$ cat src/twacs_pkg.sv
// Types, constants and helper functions of the alignment cost scorer.
package twacs_pkg;
	localparam int N_SEQ        = 3;
	localparam int CHAR_BITS_DEF = 8;
	localparam int KIND_W       = 2;
	localparam int CFG_W        = 8;
	localparam int COST_W       = 32;
	localparam int ADD_W        = 12;
	localparam int REG_IDX_W    = 2;
	localparam int CNT_W        = 2;

	localparam logic [REG_IDX_W-1:0] REG_MISMATCH   = 2'd0;
	localparam logic [REG_IDX_W-1:0] REG_GAP_OPEN   = 2'd1;
	localparam logic [REG_IDX_W-1:0] REG_GAP_EXTEND = 2'd2;

	localparam logic [CFG_W-1:0] MISMATCH_RST   = 8'd1;
	localparam logic [CFG_W-1:0] GAP_OPEN_RST   = 8'd3;
	localparam logic [CFG_W-1:0] GAP_EXTEND_RST = 8'd1;

	typedef enum logic [KIND_W-1:0] {
		KIND_MATCH  = 2'd0,
		KIND_DELETE = 2'd1,
		KIND_INSERT = 2'd2
	} kind_t;

	typedef struct packed {
		logic is_match;
		logic is_del;
		logic is_ins;
		logic open;
		logic eq_next;
	} lane_res_t;

	// The unused code is scored as an insert.
	function automatic kind_t norm_kind(input logic [KIND_W-1:0] raw);
		kind_t k;
		case (raw)
			KIND_MATCH:  k = KIND_MATCH;
			KIND_DELETE: k = KIND_DELETE;
			default:     k = KIND_INSERT;
		endcase
		return k;
	endfunction
endpackage

$ cat src/twacs_col_if.sv
// Column input channel of the alignment cost scorer.
interface twacs_col_if import twacs_pkg::*; #(parameter int CHAR_BITS = CHAR_BITS_DEF) ();
	logic                 valid;
	logic                 ready;
	logic [KIND_W-1:0]    kind_a;
	logic [KIND_W-1:0]    kind_b;
	logic [KIND_W-1:0]    kind_c;
	logic [CHAR_BITS-1:0] char_a;
	logic [CHAR_BITS-1:0] char_b;
	logic [CHAR_BITS-1:0] char_c;
	logic                 last_column;

	modport source (output valid, kind_a, kind_b, kind_c, char_a, char_b, char_c,
		last_column, input ready);
	modport sink (input valid, kind_a, kind_b, kind_c, char_a, char_b, char_c,
		last_column, output ready);
endinterface

$ cat src/twacs_res_if.sv
// Result output channel of the alignment cost scorer.
interface twacs_res_if import twacs_pkg::*; ();
	logic              valid;
	logic              ready;
	logic [COST_W-1:0] running_cost;
	logic              is_final;

	modport source (output valid, running_cost, is_final, input ready);
	modport sink (input valid, running_cost, is_final, output ready);
endinterface

$ cat src/twacs_cfg_if.sv
// Register write channel of the alignment cost scorer.
interface twacs_cfg_if import twacs_pkg::*; ();
	logic                 valid;
	logic                 ready;
	logic [REG_IDX_W-1:0] index;
	logic [CFG_W-1:0]     data;

	modport source (output valid, index, data, input ready);
	modport sink (input valid, index, data, output ready);
endinterface

$ cat src/twacs_lane.sv
// One sequence lane: kind decode, gap-open detect and neighbor character compare.
module twacs_lane import twacs_pkg::*; #(
	parameter int CHAR_BITS = CHAR_BITS_DEF
) (
	input  logic [KIND_W-1:0]    kind_raw,
	input  kind_t                prev_kind,
	input  logic [CHAR_BITS-1:0] chr,
	input  logic [CHAR_BITS-1:0] chr_next,
	output kind_t                kind,
	output lane_res_t            lane
);
	always_comb begin
		kind          = norm_kind(kind_raw);
		lane.is_match = (kind == KIND_MATCH);
		lane.is_del   = (kind == KIND_DELETE);
		lane.is_ins   = (kind == KIND_INSERT);
		lane.open     = (kind != KIND_MATCH) && (kind != prev_kind);
		lane.eq_next  = (chr == chr_next);
	end
endmodule

$ cat src/twacs_merge.sv
// Merge stage: combines the lane results of one column into its cost increment.
module twacs_merge import twacs_pkg::*; (
	input  lane_res_t        lanes [N_SEQ],
	input  logic [CFG_W-1:0] subst_cost,
	input  logic [CFG_W-1:0] gap_open_cost,
	input  logic [CFG_W-1:0] gap_extend_cost,
	output logic [ADD_W-1:0] add
);
	logic [CNT_W-1:0] n_open;
	logic [CNT_W-1:0] n_del;
	logic [CNT_W-1:0] diffs;
	logic             any_ins;
	logic [2:0]       match_mask;
	logic             e01;
	logic             e12;
	logic             e20;
	logic [ADD_W-1:0] open_part;
	logic [ADD_W-1:0] ext_part;
	logic [ADD_W-1:0] mis_part;

	always_comb begin
		n_open     = CNT_W'(lanes[0].open) + CNT_W'(lanes[1].open) + CNT_W'(lanes[2].open);
		n_del      = CNT_W'(lanes[0].is_del) + CNT_W'(lanes[1].is_del)
			+ CNT_W'(lanes[2].is_del);
		any_ins    = lanes[0].is_ins | lanes[1].is_ins | lanes[2].is_ins;
		match_mask = {lanes[2].is_match, lanes[1].is_match, lanes[0].is_match};
		e01        = lanes[0].eq_next;
		e12        = lanes[1].eq_next;
		e20        = lanes[2].eq_next;

		case (match_mask)
			3'b111: begin
				if (e20 && !e01)
					diffs = CNT_W'(1);
				else
					diffs = CNT_W'(!e01) + CNT_W'(!e12);
			end
			3'b011:  diffs = CNT_W'(!e01);
			3'b110:  diffs = CNT_W'(!e12);
			3'b101:  diffs = CNT_W'(!e20);
			default: diffs = '0;
		endcase

		open_part = ADD_W'(gap_open_cost) * ADD_W'(n_open);
		if (any_ins) begin
			ext_part = ADD_W'(gap_extend_cost);
			mis_part = '0;
		end else begin
			ext_part = ADD_W'(gap_extend_cost) * ADD_W'(n_del);
			mis_part = ADD_W'(subst_cost) * ADD_W'(diffs);
		end
		add = open_part + ext_part + mis_part;
	end
endmodule

$ cat src/three_way_alignment_cost_scorer_core.sv
// Top level of the three-sequence alignment cost scorer.
// The col channel takes one alignment column per word: three kinds (match, delete,
// insert), three characters and a last-column flag. The res channel returns one word
// per column with the saturating running cost and a flag that marks the final total.
// The cfg channel writes the mismatch, gap-open and gap-extend costs; it is always
// ready and must only be used while no column is in flight.
// Three lanes decode the kinds and compare characters in the accept cycle, and the
// merge stage plus the accumulator turn the registered lane results into the result.
// Each column passes the lane stage register and then the output register. One column
// is taken every cycle while the receiver keeps up; the accumulator feedback around
// the merge stage sets that rate. When the receiver stalls, the output register holds
// its word and the lane stage fills; col.ready drops only when both are full.
// Reset clears the running cost, sets all previous kinds to match and loads the
// default costs (mismatch 1, gap open 3, gap extend 1). The state returns to its reset
// value after each final column; the cost registers keep their values.
module three_way_alignment_cost_scorer_core import twacs_pkg::*; #(
	parameter int CHAR_BITS = CHAR_BITS_DEF
) (
	input logic     clk,
	input logic     arst_n,
	twacs_col_if.sink   col,
	twacs_res_if.source res,
	twacs_cfg_if.sink   cfg
);
	logic [CFG_W-1:0] subst_cost_q;
	logic [CFG_W-1:0] gap_open_cost_q;
	logic [CFG_W-1:0] gap_extend_cost_q;

	kind_t                prev_kind_q [N_SEQ];
	logic [KIND_W-1:0]    kind_raw    [N_SEQ];
	logic [CHAR_BITS-1:0] chr         [N_SEQ];
	kind_t                kind        [N_SEQ];
	lane_res_t            lane        [N_SEQ];

	lane_res_t         lanes_s1 [N_SEQ];
	logic              last_s1;
	logic              valid_s1;
	logic [ADD_W-1:0]  add;
	logic [COST_W-1:0] cost_q;
	logic [COST_W:0]   sum;
	logic [COST_W-1:0] sat;
	logic              res_valid_q;
	logic [COST_W-1:0] res_cost_q;
	logic              res_final_q;
	logic              out_ld;
	logic              s1_adv;
	logic              col_acc;

	assign kind_raw[0] = col.kind_a;
	assign kind_raw[1] = col.kind_b;
	assign kind_raw[2] = col.kind_c;
	assign chr[0]      = col.char_a;
	assign chr[1]      = col.char_b;
	assign chr[2]      = col.char_c;

	for (genvar i = 0; i < N_SEQ; i++) begin : g_lane
		twacs_lane #(.CHAR_BITS(CHAR_BITS)) u_lane (
			.kind_raw  (kind_raw[i]),
			.prev_kind (prev_kind_q[i]),
			.chr       (chr[i]),
			.chr_next  (chr[(i + 1) % N_SEQ]),
			.kind      (kind[i]),
			.lane      (lane[i])
		);
	end

	twacs_merge u_merge (
		.lanes           (lanes_s1),
		.subst_cost      (subst_cost_q),
		.gap_open_cost   (gap_open_cost_q),
		.gap_extend_cost (gap_extend_cost_q),
		.add             (add)
	);

	assign out_ld    = !res_valid_q || res.ready;
	assign s1_adv    = valid_s1 && out_ld;
	assign col.ready = !valid_s1 || out_ld;
	assign col_acc   = col.valid && col.ready;
	assign cfg.ready = 1'b1;

	assign sum = {1'b0, cost_q} + (COST_W + 1)'(add);
	assign sat = sum[COST_W] ? '1 : sum[COST_W-1:0];

	assign res.valid        = res_valid_q;
	assign res.running_cost = res_cost_q;
	assign res.is_final     = res_final_q;

	always_ff @(posedge clk or negedge arst_n) begin
		if (!arst_n) begin
			subst_cost_q      <= MISMATCH_RST;
			gap_open_cost_q   <= GAP_OPEN_RST;
			gap_extend_cost_q <= GAP_EXTEND_RST;
		end else if (cfg.valid) begin
			unique case (cfg.index)
				REG_MISMATCH:   subst_cost_q      <= cfg.data;
				REG_GAP_OPEN:   gap_open_cost_q   <= cfg.data;
				REG_GAP_EXTEND: gap_extend_cost_q <= cfg.data;
				default: ;
			endcase
		end
	end

	always_ff @(posedge clk or negedge arst_n) begin
		if (!arst_n) begin
			for (int i = 0; i < N_SEQ; i++)
				prev_kind_q[i] <= KIND_MATCH;
			valid_s1    <= 1'b0;
			cost_q      <= '0;
			res_valid_q <= 1'b0;
		end else begin
			if (col_acc) begin
				for (int i = 0; i < N_SEQ; i++)
					prev_kind_q[i] <= col.last_column ? KIND_MATCH : kind[i];
			end
			if (col_acc)
				valid_s1 <= 1'b1;
			else if (s1_adv)
				valid_s1 <= 1'b0;
			if (s1_adv)
				cost_q <= last_s1 ? '0 : sat;
			if (out_ld)
				res_valid_q <= valid_s1;
		end
	end

	always_ff @(posedge clk) begin
		if (col_acc) begin
			lanes_s1 <= lane;
			last_s1  <= col.last_column;
		end
		if (s1_adv) begin
			res_cost_q  <= sat;
			res_final_q <= last_s1;
		end
	end
endmodule

$ cat src/flat_wrapper.sv
// flat-port wrapper written by rule: the top's interface ports become plain ports
module three_way_alignment_cost_scorer_core_flat import twacs_pkg::*;
#(
	parameter int CHAR_BITS = CHAR_BITS_DEF
)
  (clk, arst_n, col_valid, col_kind_a, col_kind_b, col_kind_c, col_char_a, col_char_b, col_char_c, col_last_column, col_ready, res_valid, res_running_cost, res_is_final, res_ready, cfg_valid, cfg_index, cfg_data, cfg_ready);
  twacs_col_if #(.CHAR_BITS(CHAR_BITS)) col_i ();
  twacs_res_if res_i ();
  twacs_cfg_if cfg_i ();
  input logic clk;
  input logic arst_n;
  input wire logic [$bits(col_i.valid)-1:0] col_valid;
  input wire logic [$bits(col_i.kind_a)-1:0] col_kind_a;
  input wire logic [$bits(col_i.kind_b)-1:0] col_kind_b;
  input wire logic [$bits(col_i.kind_c)-1:0] col_kind_c;
  input wire logic [$bits(col_i.char_a)-1:0] col_char_a;
  input wire logic [$bits(col_i.char_b)-1:0] col_char_b;
  input wire logic [$bits(col_i.char_c)-1:0] col_char_c;
  input wire logic [$bits(col_i.last_column)-1:0] col_last_column;
  output wire logic [$bits(col_i.ready)-1:0] col_ready;
  output wire logic [$bits(res_i.valid)-1:0] res_valid;
  output wire logic [$bits(res_i.running_cost)-1:0] res_running_cost;
  output wire logic [$bits(res_i.is_final)-1:0] res_is_final;
  input wire logic [$bits(res_i.ready)-1:0] res_ready;
  input wire logic [$bits(cfg_i.valid)-1:0] cfg_valid;
  input wire logic [$bits(cfg_i.index)-1:0] cfg_index;
  input wire logic [$bits(cfg_i.data)-1:0] cfg_data;
  output wire logic [$bits(cfg_i.ready)-1:0] cfg_ready;
  assign col_i.valid = col_valid;
  assign col_i.kind_a = col_kind_a;
  assign col_i.kind_b = col_kind_b;
  assign col_i.kind_c = col_kind_c;
  assign col_i.char_a = col_char_a;
  assign col_i.char_b = col_char_b;
  assign col_i.char_c = col_char_c;
  assign col_i.last_column = col_last_column;
  assign col_ready = col_i.ready;
  assign res_valid = res_i.valid;
  assign res_running_cost = res_i.running_cost;
  assign res_is_final = res_i.is_final;
  assign res_i.ready = res_ready;
  assign cfg_i.valid = cfg_valid;
  assign cfg_i.index = cfg_index;
  assign cfg_i.data = cfg_data;
  assign cfg_ready = cfg_i.ready;
  three_way_alignment_cost_scorer_core #(.CHAR_BITS(CHAR_BITS)) u_core (.clk(clk), .arst_n(arst_n), .col(col_i), .res(res_i), .cfg(cfg_i));
endmodule
$ cat config.mk
export PLATFORM = sky130hd
export DESIGN_NAME = three_way_alignment_cost_scorer_core_flat
export DESIGN_NICKNAME = d
export VERILOG_FILES = /design/src/twacs_pkg.sv /design/src/twacs_col_if.sv /design/src/twacs_res_if.sv /design/src/twacs_cfg_if.sv /design/src/twacs_lane.sv /design/src/twacs_merge.sv /design/src/three_way_alignment_cost_scorer_core.sv /design/src/flat_wrapper.sv
export SDC_FILE = /design/constraint.sdc
export NUM_CORES = 1
export LEC_CHECK = 0
export BUFFER_PORTS_ARGS = -buffer_cell sky130_fd_sc_hd__buf_2
export CAP_MARGIN = 20
export CORE_ASPECT_RATIO = 1.1
export CORE_UTILIZATION = 55
export DETAILED_ROUTE_END_ITERATION = 8
export GPL_ROUTABILITY_DRIVEN = 0
export PLACE_DENSITY = 0.83
export SLEW_MARGIN = 20
export SYNTH_ARGS = -nofsm -noshare
export SYNTH_HDL_FRONTEND = slang
export SYNTH_SLANG_ARGS = --single-unit
export TNS_END_PERCENT = 5
$ cat constraint.sdc
create_clock -name clk -period 8.41 [get_ports clk]
set_input_delay 1.682 -clock clk [delete_from_list [all_inputs] [get_ports clk]]
set_output_delay 1.682 -clock clk [all_outputs]
set_load 0.01 [all_outputs]
==> flow_summary.yaml <==
run_status:
  outcome: "finished clean"
clock_tree:
  cts.repair.resized: 0
  holdBufCountCts: 0
  cts_sinks: 113
  cts_setup_buffers: 0
  htreeDepth: 4
  clkSlewWorstSetupHoldPaths_ps: 50
  cts_tree: "built"
  cts_inserted_buffers: 17
  root_buffer: "clkbuf_16"
  clkLatencyLatePin_ps: 420
  cts_buffer_depth: 2
place:
  dp_slack_ps: 1144
  dp.cells: 1057
  place_area_sq_um: 8453
  io_buffers: 80
  hpwl_um: 11810
sta:
  setup_violations: 0
  worst_slack_ps: 1028
  finalSetupTns_ps: 0
  rsz0062_at_grt: "false"
  whs_ps: 490.2
  maxSlewHeadroom: 0.3714
  hold_viol: 0
  tightest_slew_ps: 940.6
  period_minus_slack_ps: 7382
  timing.fmax_mhz: 135.5
  period_share: 0.8778
  finClkSkew_ps: 8.868
  slew_viol_final: 0
synth:
  synth_area_sq_um: 7913
  synth_cell_types: 71
  synthArstFlopShare: 0.5664
  ys.flop_type: "dfrtp_1"
  ys_seq_elements: 113
  synth_cells: 811
  avgSynthCellArea_sq_um: 9.757
  synth_nets: 918
  yosysSeqAreaShare: 0.3890
  synth_edf_count: 49
  ys_warn_count: 0
hold_path:
  hold-path-cell-count: 2
  hp-class: "flip-flop to flip-flop"
  min-delay-start: "u_core.cost_q[0]"
  min_to: "u_core.cost_q[0]"
finish:
  area_delta_synth_final_pct: 14.63
  seq_area_sq_um: 3078
  stdcell_area_sq_um: 9070
  multi_input_area_sq_um: 4451
  diodes: 0
  drive_gt1_frac: 0.1876
  stdcell_count: 1089
  final_nets: 995
  final_cell_mix: "80 x nand2_1, 80 x buf_2, 64 x inv_1, 60 x dfrtp_1, 52 x xnor2_1"
  fin_util: 0.6522
  fillers: 1093
worst_setup_path:
  critPathTopFamily: "adder cells"
  crit_path_max_fanout: 15
  rr_worst_depth: 25
  slowest_delay_ps: 610
  path_class: "flip-flop to flip-flop"
  crit_buf_inv: 3
  crit_top_cell: "fa_1"
  ff2ff_setup_slack_ps: 1030
  end_kind: "flip-flop"
  cp.required_ps: 8710
  reg2reg_from: "u_core.lanes_s1[3]"
  slowest_stage: "fa_1"
  cp.depth: 25
  cp-start-kind: "flip-flop"
  arrival_ps: 7690
  r2r-end: "u_core.cost_q[14]"
grt:
  grt_first_pass_wirelength_um: 27630
  grt_max_degree: 65
  track_usage: 0.2401
  grt_pass1_vias: 5810
  antenna_found_initial: 0
  grt-ovfl-total: 0
die:
  ioPinCount: 82
  die_area_sq_um: 14870
  fp.dieH_um: 127.8
  placementRows: 45
  start_util: 0.5690
  die_width_um: 116.4
  core-area_sq_um: 13910
detailed_routing:
  viasPerCell: 5.714
  drt_wl_total_um: 16780
  first_pass_iters: 5
  drc_errors: 0
  first_iter_violations: 459
  wire_per_inst_um: 15.41
  antenna_left: 0
  vias: 6223
power_and_ir_drop:
  ir_worst_vdd_mv: 0.1701
  pwr_density_cell_nw_per_um2: 302.1
  p_leak_nw: 4.026
  p_total_mw: 2.740
job:
  cap_violations: 0
report_power, final:
group          total [mW]  internal [mW]  switching, mW
clock               0.750          0.495          0.255
combinational        1.22          0.533          0.688
sequential          0.769          0.716         0.0529
total                2.74           1.74          0.996
kinds of logic after synthesis:
group / Yosys count / synth area share
simple gates: 300 / 0.2035
fa+ha+maj: 61 / 0.1173
mux: 31 / 0.04333
flops: 113 / 0.3890
xor+xnor: 61 / 0.06752
compound gates: 151 / 0.1303
buf+inv: 93 / 0.04854
other cells: 1 / 0.0004739
registers in the layout, summed over array words and instances (netlist names):
register	count
u_core.cost_q	32
u_core.res.is_final	1
u_core.subst_cost_q	8
u_core.valid_s1	1
u_core.last_s1	1
u_core.lanes_s1	15
u_core.res.valid	1
u_core.gap_open_cost_q	8
u_core.gap_extend_cost_q	8
u_core.res.running_cost	32
u_core.prev_kind_q	6
worst reg2reg max path, cell delays in order (launching register included):
cell      delay (ps)
edfxtp_1         400
fa_1             610
and2_1           190
ha_1             210
fa_1             410
a21o_1           180
a21oi_1          230
o21bai_1         110
a21oi_1          250
xor2_1           160
o21ai_0          100
fa_1             510
inv_1             50
fa_1             530
inv_1             50
ha_1             240
o41ai_1          520
o21ai_0          230
ha_1             390
a21oi_1          310
nor4_1           100
a31oi_1          390
a21boi_2         230
buf_4            250
or4_1            480
o211a_1          140
worst max-delay path by stage:
stage                              from                           to
floorplan            u_core.lanes_s1[3]  u_core.res.running_cost[24]
detailed placement   u_core.lanes_s1[3]            u_core.cost_q[14]
finish               u_core.lanes_s1[3]            u_core.cost_q[14]
global placement     u_core.lanes_s1[3]  u_core.res.running_cost[14]
global route        u_core.lanes_s1[10]            u_core.cost_q[14]
CTS                  u_core.lanes_s1[3]            u_core.cost_q[14]
cell usage after synthesis (all sizes together), types with 4 or more instances:
library cell,count,area (sq um)
a211oi,8,60.06
a21boi,5,41.29
a21o,9,67.56
a21oi,46,252.8
a311oi,4,35.03
a31oi,12,75.07
and2,36,225.2
and3,6,37.54
and4b,4,40.04
buf,15,91.33
clkbuf,13,48.80
dfrtp,60,1501
dfstp,4,105.1
edfxtp,49,1471
fa,22,440.4
ha,39,488.0
inv,64,240.2
mux2,26,292.8
mux2i,5,50.05
nand2,80,300.3
nand2b,17,113.9
nand3,15,75.07
nand3b,4,30.03
nand4,15,93.84
nor2,45,171.4
nor2b,23,143.9
nor3,25,156.4
nor3b,7,52.55
nor4,5,31.28
o211a,4,40.04
o21ai,35,178.9
o21bai,6,48.80
o41ai,4,35.03
or3,7,48.80
xnor2,52,455.4
xor2,9,78.83
layer usage:
| layer | up-vias | GRT usage | share of wire |
|---|---|---|---|
| met5 | - | 0 | 0 |
| met4 | 0 | 0.09351 | 0.019 |
| met3 | 28 | 0.05390 | 0.050 |
| met2 | 177 | 0.3784 | 0.49 |
| met1 | 3021 | 0.3208 | 0.45 |
| li1 | 2997 | - | - |
layout make-up:
| class | instances | share of cell area |
|---|---|---|
| inverter | 65 | 0.02690 |
| sequential | 113 | 0.3394 |
| clock inverter | 9 | 0.01421 |
| timing repair buffer | 86 | 0.04911 |
| clock buffer | 23 | 0.05380 |
| multi-input combinational | 605 | 0.4907 |
| tap | 188 | 0.02593 |
Note: power is estimated with default switching activity, not from simulation.
